===== config.mk =====
export PLATFORM = sky130hd
export DESIGN_NAME = rms_amplitude_meter_flat
export DESIGN_NICKNAME = d
export VERILOG_FILES = /design/src/hdl/rmsam_pkg.sv /design/src/hdl/rmsam_sample_if.sv /design/src/hdl/rmsam_result_if.sv /design/src/hdl/rms_amplitude_meter.sv /design/src/flat_wrapper.sv
export SDC_FILE = /design/constraint.sdc
export NUM_CORES = 2
export LEC_CHECK = 0
export BUFFER_PORTS_ARGS = -buffer_cell sky130_fd_sc_hd__buf_2
export CAP_MARGIN = 20
export CORE_UTILIZATION = 50
export CTS_CLUSTER_DIAMETER = 30
export DETAILED_ROUTE_END_ITERATION = 7
export PLACE_DENSITY = 0.67
export SLEW_MARGIN = 20
export SYNTH_ARGS = -nofsm -noshare
export SYNTH_HDL_FRONTEND = slang
export SYNTH_SLANG_ARGS = --single-unit

===== constraint.sdc =====
create_clock -name clk -period 7 [get_ports clk]
set_input_delay 0.35 -clock clk [delete_from_list [all_inputs] [get_ports clk]]
set_output_delay 0.35 -clock clk [all_outputs]
set_load 0.02 [all_outputs]

===== src/hdl/rmsam_pkg.sv =====
`default_nettype none
// ----------------------------------------------------------------------------
// rmsam_pkg
// Shared widths and constants for the RMS amplitude meter.
// ----------------------------------------------------------------------------
package rmsam_pkg;

    localparam int RAW_W = 10;
    localparam int AMP_W = 15;

    localparam logic [RAW_W-1:0] SAMPLE_OFFSET = RAW_W'(512);

    localparam int SQ_W       = 2 * RAW_W - 1;
    localparam int NUM_SHIFT  = 41;
    localparam int QUO_W      = 30;
    localparam int ITER_W     = 5;

    localparam logic [QUO_W-1:0] FULL_SCALE_SQ  = 30'd1073676289;
    localparam logic [QUO_W-1:0] ROOT_ONE_INIT  = 30'h1000_0000;

    localparam logic [ITER_W-1:0] DIV_LAST_BIT  = ITER_W'(QUO_W - 1);
    localparam logic [ITER_W-1:0] ROOT_STEPS    = ITER_W'(QUO_W / 2 - 1);

endpackage : rmsam_pkg
`default_nettype wire


===== src/hdl/rmsam_sample_if.sv =====
`default_nettype none
// ----------------------------------------------------------------------------
// rmsam_sample_if
// Valid/ready channel carrying one converter sample per beat.
// ----------------------------------------------------------------------------
interface rmsam_sample_if;
    import rmsam_pkg::*;

    logic             valid;
    logic             ready;
    logic [RAW_W-1:0] raw_sample;
    logic             last_in_buffer;

    modport source (
        output valid,
        output raw_sample,
        output last_in_buffer,
        input  ready
    );

    modport sink (
        input  valid,
        input  raw_sample,
        input  last_in_buffer,
        output ready
    );
endinterface : rmsam_sample_if
`default_nettype wire


===== src/hdl/rmsam_result_if.sv =====
`default_nettype none
// ----------------------------------------------------------------------------
// rmsam_result_if
// Valid/ready channel carrying one amplitude result per beat.
// ----------------------------------------------------------------------------
interface rmsam_result_if;
    import rmsam_pkg::*;

    logic             valid;
    logic             ready;
    logic [AMP_W-1:0] amplitude;
    logic             history_full;

    modport source (
        output valid,
        output amplitude,
        output history_full,
        input  ready
    );

    modport sink (
        input  valid,
        input  amplitude,
        input  history_full,
        output ready
    );
endinterface : rmsam_result_if
`default_nettype wire


===== src/hdl/rms_amplitude_meter.sv =====
`default_nettype none
// ----------------------------------------------------------------------------
// rms_amplitude_meter
// Per-buffer RMS level in Q1.14 with a moving average over recent buffers.
// ----------------------------------------------------------------------------
// Samples are taken one per clock while the meter accumulates. After the beat
// flagged last_in_buffer the meter stops taking samples while it works out the
// level, and also its mean when the history holds no zero entry; one shared
// compare-and-subtract unit runs a 30-step division by count * 32767^2 and a
// 15-step square root, and the mean comes from one multiplication by the
// reciprocal of HISTORY_DEPTH.
// Sampling resumes once the result is placed in the output register, which
// waits there for the sink; a full output register adds cycles of waiting.
// ----------------------------------------------------------------------------
module rms_amplitude_meter #(
    parameter int HISTORY_DEPTH      = 8,
    parameter int MAX_BUFFER_SAMPLES = 65536
) (
    input  wire logic   clk,
    input  wire logic   rst_n,
    rmsam_sample_if.sink   samples,
    rmsam_result_if.source levels
);
    import rmsam_pkg::*;

    localparam int CNT_W  = $clog2(MAX_BUFFER_SAMPLES + 1);
    localparam int DSUM_W = SQ_W + CNT_W;
    localparam int NUM_W  = DSUM_W + NUM_SHIFT;
    localparam int PROD_W = CNT_W + QUO_W;
    localparam int TOT_W  = AMP_W + $clog2(HISTORY_DEPTH);
    localparam int ZC_W   = $clog2(HISTORY_DEPTH + 1);

    localparam int MEAN_SHIFT = TOT_W + $clog2(HISTORY_DEPTH);
    localparam int RECIP_W    = MEAN_SHIFT + 1;
    localparam int MPROD_W    = TOT_W + RECIP_W;
    localparam logic [RECIP_W-1:0] MEAN_RECIP =
        RECIP_W'((2 ** MEAN_SHIFT + HISTORY_DEPTH - 1) / HISTORY_DEPTH);

    typedef enum logic [6:0] {
        S_ACC   = 7'b0000001,
        S_SCALE = 7'b0000010,
        S_DIV   = 7'b0000100,
        S_ROOT  = 7'b0001000,
        S_PUSH  = 7'b0010000,
        S_MEAN  = 7'b0100000,
        S_OUT   = 7'b1000000
    } state_t;

    state_t             state_reg, state_next;
    logic [DSUM_W-1:0]  dsum_reg, dsum_next;
    logic [CNT_W-1:0]   count_reg, count_next;
    logic [AMP_W-1:0]   hist_reg [HISTORY_DEPTH];
    logic [AMP_W-1:0]   hist_next [HISTORY_DEPTH];
    logic [TOT_W-1:0]   total_reg, total_next;
    logic [ZC_W-1:0]    zeros_reg, zeros_next;
    logic               out_valid_reg, out_valid_next;
    logic [ITER_W-1:0]  iter_reg, iter_next;

    logic [NUM_W-1:0]   rem_reg, rem_next;
    logic [NUM_W-1:0]   dsh_reg, dsh_next;
    logic [QUO_W-1:0]   quo_reg, quo_next;
    logic [QUO_W-1:0]   root_reg, root_next;
    logic [QUO_W-1:0]   one_reg, one_next;
    logic [AMP_W-1:0]   res_amp_reg, res_amp_next;
    logic               res_full_reg, res_full_next;
    logic [AMP_W-1:0]   out_amp_reg, out_amp_next;
    logic               out_full_reg, out_full_next;

    logic               take;
    logic [RAW_W-1:0]   mag;
    logic [SQ_W-1:0]    sq;
    logic [PROD_W-1:0]  scale_prod;
    logic [NUM_W-1:0]   sub_b;
    logic [NUM_W:0]     sub_diff;
    logic               sub_ok;
    logic [QUO_W-1:0]   quo_step;
    logic [AMP_W-1:0]   amp;
    logic [AMP_W-1:0]   oldest;
    logic [ZC_W-1:0]    zeros_upd;
    logic [TOT_W-1:0]   total_upd;
    logic [MPROD_W-1:0] mean_prod;
    logic               out_free;

    assign samples.ready      = (state_reg == S_ACC);
    assign levels.valid       = out_valid_reg;
    assign levels.amplitude   = out_amp_reg;
    assign levels.history_full = out_full_reg;

    assign take     = samples.valid && samples.ready;
    assign out_free = !out_valid_reg || levels.ready;

    assign mag = samples.raw_sample[RAW_W-1]
               ? {1'b0, samples.raw_sample[RAW_W-2:0]}
               : SAMPLE_OFFSET - samples.raw_sample;
    assign sq  = SQ_W'(mag) * SQ_W'(mag);

    assign scale_prod = PROD_W'(count_reg) * PROD_W'(FULL_SCALE_SQ);

    // shared compare-and-subtract unit
    assign sub_b    = (state_reg == S_ROOT) ? NUM_W'(root_reg + one_reg) : dsh_reg;
    assign sub_diff = {1'b0, rem_reg} - {1'b0, sub_b};
    assign sub_ok   = !sub_diff[NUM_W];
    assign quo_step = {quo_reg[QUO_W-2:0], sub_ok};

    assign amp       = root_reg[AMP_W-1:0];
    assign oldest    = hist_reg[0];
    assign zeros_upd = zeros_reg - ZC_W'(oldest == '0) + ZC_W'(amp == '0);
    assign total_upd = total_reg - TOT_W'(oldest) + TOT_W'(amp);
    assign mean_prod = MPROD_W'(total_reg) * MPROD_W'(MEAN_RECIP);

    always_comb
    begin
        state_next     = state_reg;
        dsum_next      = dsum_reg;
        count_next     = count_reg;
        hist_next      = hist_reg;
        total_next     = total_reg;
        zeros_next     = zeros_reg;
        iter_next      = iter_reg;
        rem_next       = rem_reg;
        dsh_next       = dsh_reg;
        quo_next       = quo_reg;
        root_next      = root_reg;
        one_next       = one_reg;
        res_amp_next   = res_amp_reg;
        res_full_next  = res_full_reg;
        out_amp_next   = out_amp_reg;
        out_full_next  = out_full_reg;
        out_valid_next = out_valid_reg;

        if (levels.ready)
        begin
            out_valid_next = 1'b0;
        end

        unique case (state_reg)
            S_ACC:
            begin
                if (take)
                begin
                    if (count_reg < CNT_W'(MAX_BUFFER_SAMPLES))
                    begin
                        dsum_next  = dsum_reg + DSUM_W'(sq);
                        count_next = count_reg + 1'b1;
                    end
                    if (samples.last_in_buffer)
                    begin
                        state_next = S_SCALE;
                    end
                end
            end
            S_SCALE:
            begin
                rem_next   = NUM_W'(dsum_reg) << NUM_SHIFT;
                dsh_next   = NUM_W'(scale_prod) << DIV_LAST_BIT;
                quo_next   = '0;
                iter_next  = DIV_LAST_BIT;
                dsum_next  = '0;
                count_next = '0;
                state_next = S_DIV;
            end
            S_DIV:
            begin
                if (sub_ok)
                begin
                    rem_next = sub_diff[NUM_W-1:0];
                end
                quo_next  = quo_step;
                dsh_next  = dsh_reg >> 1;
                iter_next = iter_reg - 1'b1;
                if (iter_reg == '0)
                begin
                    rem_next   = NUM_W'(quo_step);
                    root_next  = '0;
                    one_next   = ROOT_ONE_INIT;
                    iter_next  = ROOT_STEPS;
                    state_next = S_ROOT;
                end
            end
            S_ROOT:
            begin
                if (sub_ok)
                begin
                    rem_next  = sub_diff[NUM_W-1:0];
                    root_next = (root_reg >> 1) + one_reg;
                end
                else
                begin
                    root_next = root_reg >> 1;
                end
                one_next  = one_reg >> 2;
                iter_next = iter_reg - 1'b1;
                if (iter_reg == '0)
                begin
                    state_next = S_PUSH;
                end
            end
            S_PUSH:
            begin
                for (int i = 0; i < HISTORY_DEPTH - 1; i++)
                begin
                    hist_next[i] = hist_reg[i+1];
                end
                hist_next[HISTORY_DEPTH-1] = amp;
                total_next = total_upd;
                zeros_next = zeros_upd;
                if (zeros_upd == '0)
                begin
                    state_next = S_MEAN;
                end
                else
                begin
                    res_amp_next  = amp;
                    res_full_next = 1'b0;
                    state_next    = S_OUT;
                end
            end
            S_MEAN:
            begin
                res_amp_next  = mean_prod[MEAN_SHIFT +: AMP_W];
                res_full_next = 1'b1;
                state_next    = S_OUT;
            end
            S_OUT:
            begin
                if (out_free)
                begin
                    out_valid_next = 1'b1;
                    out_amp_next   = res_amp_reg;
                    out_full_next  = res_full_reg;
                    state_next     = S_ACC;
                end
            end
            default:
            begin
                state_next = S_ACC;
            end
        endcase
    end

    always_ff @(posedge clk or negedge rst_n)
    begin
        if (!rst_n)
        begin
            state_reg     <= S_ACC;
            dsum_reg      <= '0;
            count_reg     <= '0;
            total_reg     <= '0;
            zeros_reg     <= ZC_W'(HISTORY_DEPTH);
            out_valid_reg <= 1'b0;
            iter_reg      <= '0;
            for (int i = 0; i < HISTORY_DEPTH; i++)
            begin
                hist_reg[i] <= '0;
            end
        end
        else
        begin
            state_reg     <= state_next;
            dsum_reg      <= dsum_next;
            count_reg     <= count_next;
            total_reg     <= total_next;
            zeros_reg     <= zeros_next;
            out_valid_reg <= out_valid_next;
            iter_reg      <= iter_next;
            hist_reg      <= hist_next;
        end
    end

    always_ff @(posedge clk)
    begin
        rem_reg      <= rem_next;
        dsh_reg      <= dsh_next;
        quo_reg      <= quo_next;
        root_reg     <= root_next;
        one_reg      <= one_next;
        res_amp_reg  <= res_amp_next;
        res_full_reg <= res_full_next;
        out_amp_reg  <= out_amp_next;
        out_full_reg <= out_full_next;
    end

endmodule : rms_amplitude_meter
`default_nettype wire

===== src/flat_wrapper.sv =====
// flat-port wrapper written by rule: the top's interface ports become plain ports
module rms_amplitude_meter_flat import rmsam_pkg::*;
#(
    parameter int HISTORY_DEPTH      = 8,
    parameter int MAX_BUFFER_SAMPLES = 65536
)
  (clk, rst_n, samples_valid, samples_raw_sample, samples_last_in_buffer, samples_ready, levels_valid, levels_amplitude, levels_history_full, levels_ready);
  rmsam_sample_if samples_i ();
  rmsam_result_if levels_i ();
  input  wire logic clk;
  input  wire logic rst_n;
  input wire logic [$bits(samples_i.valid)-1:0] samples_valid;
  input wire logic [$bits(samples_i.raw_sample)-1:0] samples_raw_sample;
  input wire logic [$bits(samples_i.last_in_buffer)-1:0] samples_last_in_buffer;
  output wire logic [$bits(samples_i.ready)-1:0] samples_ready;
  output wire logic [$bits(levels_i.valid)-1:0] levels_valid;
  output wire logic [$bits(levels_i.amplitude)-1:0] levels_amplitude;
  output wire logic [$bits(levels_i.history_full)-1:0] levels_history_full;
  input wire logic [$bits(levels_i.ready)-1:0] levels_ready;
  assign samples_i.valid = samples_valid;
  assign samples_i.raw_sample = samples_raw_sample;
  assign samples_i.last_in_buffer = samples_last_in_buffer;
  assign samples_ready = samples_i.ready;
  assign levels_valid = levels_i.valid;
  assign levels_amplitude = levels_i.amplitude;
  assign levels_history_full = levels_i.history_full;
  assign levels_i.ready = levels_ready;
  rms_amplitude_meter #(.HISTORY_DEPTH(HISTORY_DEPTH), .MAX_BUFFER_SAMPLES(MAX_BUFFER_SAMPLES)) u_core (.clk(clk), .rst_n(rst_n), .samples(samples_i), .levels(levels_i));
endmodule

# == Word level (Yosys, flattened, before mapping) ==
# Cells that the tools add are included.
# word_totals
regBits,483
inputBits,15
out_inout_bits,18
# op_classes
addsub,11
n_mul,2
n_lt_le_gt_ge,1
n_eq_ne,14
n_mux,34
reduce_logical,18
# ops
operator,count
$mux 77,3
$pmux 77 s3,1
$pmux 77 s2,1
$pmux 30 s2,2
$mux 30,3
$sub 77x77->78,1
$mux 36,2
$pmux 36 s2,1
$pmux 29 s2,1
$pmux 7 s7,1
$mul 17x30->47 const B,1
$mux 7,6
$add 36x19->36,1
$mux 17,2
$pmux 17 s2,1
$add 30x30->31,1
$add 29x30->30,1
$logic_not 15->1,2
$pmux 15 s2,1
$mul 10x10->19,1
$add 18x15->18,1
$sub 18x15->18,1
$add 17x1->17 const B,1
$lt 17x17->1 const B,1
other kinds (29),43

# == Depth between registers and ports, before layout ==
# depth
ltp_word,7
ltp_mapped,35
depth_no_buf,34

# == Least setup slack after synthesis ==
# OpenSTA, ideal clock, no wires.
# synth_timing
kind,input to register
startpoint,in samples_raw_sample[3]
endpoint,reg u_core.dsum_reg[32]
setup_time_ps,132
arrival_ps,7772
t_required_ps,6868
setup_slack_ps,-904
path_stages,29
n_path_buf,0
cell_sequence,or3_1 > or3_1 > or3_1 > and2b_1 > xor2_1 > nand2_1 > fa_1 > fa_1 > inv_1 > fa_1 > fa_1 > inv_1 > fa_1 > inv_1 > ha_1 > nor3_1 > a2111oi_4 > o21ai_2 > a21boi_2 > o41a_1 > xor2_1 > ha_1 > nand3_1 > o21a_1 > a211oi_1 > nor2b_1 > nand3_1 > xor2_1 > nor2_1
# synth_between
elab_chain_len,7
# synth_rtl
item,line,source
start: declaration,flat_wrapper.sv:13,input wire logic [$bits(samples_i.raw_sample)-1:0] samples_raw_sample;
$sub 10x10->10,rms_amplitude_meter.sv:94,: SAMPLE_OFFSET - samples.raw_sample;
$mux 10 (*),rms_amplitude_meter.sv:93,"? {1'b0, samples.raw_sample[RAW_W-2:0]}"
$mul 10x10->19 (*),rms_amplitude_meter.sv:95,assign sq = SQ_W'(mag) * SQ_W'(mag);
$add 36x19->36 (*),rms_amplitude_meter.sv:143,dsum_next = dsum_reg + DSUM_W'(sq);
$mux 36 (*),rms_amplitude_meter.sv:141,if (count_reg < CNT_W'(MAX_BUFFER_SAMPLES))
$mux 36 (*),rms_amplitude_meter.sv:139,if (take)
$pmux 36 s2 (*),rms_amplitude_meter.sv:136,unique case (state_reg)
end signal: assignment,rms_amplitude_meter.sv:260,dsum_reg <= dsum_next;
end: declaration,rms_amplitude_meter.sv:50,"logic [DSUM_W-1:0] dsum_reg, dsum_next;"
# Every way passes the cells marked *; elsewhere a longest branch is shown, timed or not. The select of a mux whose other input is x is not followed.
# A chain may end at the register's enable or synchronous reset.

# == Worst setup path in the final report ==
# layout_timing
startpoint,in samples_raw_sample[2]
endpoint,reg u_core.dsum_reg[29]
# The elaborated chain is that of the path after synthesis.

==> metrics <==
via count 26.8k; clock root cell clkbuf_16; fin cells a little under 5k; fin worst setup slack -0.0403 ns; Die Ht 267 um; vias in the first global route approximately 27k; fin nets roughly 4.3k; MaxCap Viol Count 0; status finished, violations left; Port Buf Inserts 32; Critical Path Max Stage Delay about 0.56 ns; antenna cell count 0; vias per cell around 5.6; Multi-input gate area between 20000 and 25000 sq um; CP Launch Type input pin; count of final max-slew check failures 0; top_reg_cell synth edfxtp_1; synth top area cells edfxtp_1 22%, dfrtp_1 15%, ha_1 11%; synthesized instance count roughly 3.6k; Worst path slowest cell fa_1; DR WL/cell around 18 um; Setup Skew about 0.06 ns; Post-Route WL approximately 85 mm; first-pass GRT wire length 138 mm; Final HPWL DP a little over 60 mm; CTS tree done; Post-Syn Area around 35000 sq um; Die ar. between 70000 and 80000 sq um; post-layout min period a little over 7 ns; CP Capture Type flip-flop; Final Setup Violations 7; layout cells sized above 1 approximately 16%; fillers ~5.8k; Reg clk slew, reported paths approximately 0.04 ns; worst hold path type input pin to flip-flop; Die Width about 270 um; static leakage roughly 19 nW; Synth Area per Inst slightly below 10 sq um; post-synthesis cell type count 89; RSZ-0062 raised after global routing true; gr usage total between 20% and 30%; Initial Utilization between 50% and 60%; Worst Path Required between 7 and 8 ns; # rows 96; crit path DAT 7.53 ns; most frequent cell on the critical path fa_1; DR DRC count 0; fmax roughly 140 MHz; worst setup path class input pin to flip-flop; clock buffer depth 3; reg2reg start u_core.count_reg[5]; Pre-Repair DR Iteration Count 5; Synth Register Bits approximately 470; io pins 33; Slew Limit Headroom between 10% and 20%; Hold Path Origin samples_last_in_buffer; largest net degree at the start of global routing ~180; power per cell area 525 nW/um^2; Seq/Total Area, Yosys between 30% and 40%; Core ar. between 60000 and 70000 sq um; synth warn 0; gpl congestion slightly above 0.9; top-area cell type share of the netlist area approximately 22%; antenna viol nets, final 0; placed cells approximately 4.6k; CP startpoint samples_raw_sample[2]; CTS Sinks roughly 470; Async SR Flop Fraction ~45%; Yosys top cell by area edfxtp_1; H-tree Lvls 3; initial drt markers between 1.5k and 2k; initial antenna violation count 1; worst vdd ir 894 uV; final hold vios 0; grt total ovfl 0; insertion delay to the later sink of the worst-skew pair around 0.66 ns; Max FO, Critical Path 7; cts bufs inserted 99; Final Cycle Share 101%; Largest register FFs 105; area added between synthesis and finish 17.9%; failing checks setup timing; Register Area 13000 sq um; number of synthesized flops with an enable pin approximately 260; fin util between 50% and 60%; worst slew pin tran ~1.2 ns
stage by stage:
stage          setup TNS (ns)  setup WS (ns)  hold WS [ns]  power, mW  area, sq um
6_report               -0.136        -0.0403         0.156       21.7        41300
2_1_floorplan           -1.14         -0.202        0.0544       12.7        35300
3_5_place_dp           -15.25         -0.877         0.402       16.5        37600
4_1_cts                     0        0.00591         0.116       21.4        41100
5_1_grt                 -3.62         -0.312         0.122       23.6        41300
3_3_place_gp           -13.71         -0.818         0.398       16.4        37600
final timing paths:
path	end	slack, ns	depth (start not counted)
setup / recovery	u_core.dsum_reg[29]	-0.04	31
hold / removal	u_core.state_reg[0]	0.16	4
setup reg to reg	u_core.dsh_reg[72]	0.32	19
hold reg to reg	u_core.levels.amplitude[0]	0.40	0
max in group asynchronous	u_core.dsum_reg[16]	5.26	3
min in group asynchronous	u_core.hist_reg[80]	0.30	2
power breakdown:
group          internal, mW  switching (mW)
Sequential             3.66           0.294
Clock                  3.05            1.59
Combinational          5.88            7.24
kinds of logic after synthesis:
| logic type | synth area share [%] |
|---|---|
| and+or+nand+nor | 13.2 |
| AOI/OAI and AO/OA | 14.7 |
| DFF | 37.0 |
| adders and majority gates | 19.8 |
| buffers and inverters | 5.08 |
| xor gates and xnor gates | 6.07 |
| muxes | 4.05 |
| other | 0.0214 |
final cells by class:
type | instances | share of cell area, %
clock buffers | 127 | 6.47
clock inverters | 61 | 1.74
inverters | 321 | 2.92
multi-input cells | 2683 | 50.3
flip-flops and latches | 467 | 31.4
well taps | 931 | 2.82
repair buffers | 233 | 4.36
per-layer routing:
metal / up-vias / global-route usage (%) / wire length, um
li1: 13000 / - / -
met1: 13000 / 32.5 / 38200
met2: 664 / 38.8 / 39100
met3: 188 / 3.92 / 4380
met4: 0 / 9.30 / 3130
met5: - / 0 / 0
timing repair:
action | in CTS | in global routing
cloned | 0 | 1
gates resized for setup | 8 | 39
hold buffers | 1 | 0
setup endpoints to repair | 16 | 63
endpoints found under the hold margin | 84 | 0
setup buffers | 5 | 5
pin swaps | 15 | 20
critical path: cells and delay by family:
| kind | cells | cell delay, ns |
|---|---|---|
| fa+ha+maj | 7 | 2.95 |
| simple gates | 10 | 2.10 |
| compound gates | 6 | 1.16 |
| xor+xnor | 3 | 0.52 |
| buf+inv | 5 | 0.44 |
synth_stat cells, types with 16 or more instances:
cell type and count:
a211oi_1 32, a32oi_1 19, nand2_1 402, edfxtp_1 259, and2_1 85, nor2_1 263, fa_1 155, ha_1 308
mux2_2 112, nor2b_1 18, nand2b_1 21, mux2i_1 16, a21o_1 89, buf_2 29, nor3_1 36, clkbuf_1 98
xor2_1 107, dfrtp_1 206, xnor2_1 136, inv_1 321, or3_1 20, nand3_1 47, a21oi_1 247, a31oi_1 30
nand4_1 36, o21bai_1 31, o21ai_0 246
cell usage in the layout, fill, tap and decap left out, types with 10 or more instances in the layout:
cell,n
nand2_1,392
inv_1,311
ha_1,300
nor2_1,260
edfxtp_1,259
o21ai_0,245
a21oi_1,239
dfrtp_1,206
buf_4,187
fa_1,152
xnor2_1,134
mux2_2,112
xor2_1,103
clkbuf_16,100
a21o_1,89
and2_1,85
nand3_1,42
nand4_1,36
nor3_1,33
o21bai_1,31
a31oi_1,30
a211oi_1,30
buf_2,29
nand2b_1,21
clkbuf_1,20
a32oi_1,19
or3_1,17
nor2b_1,17
clkinv_2,17
mux2i_1,16
nor4_1,15
and4_1,14
o211ai_1,13
o21a_1,12
o31ai_1,11
a22o_1,11
clkinv_1,10
(Power assumes the default switching activity.)
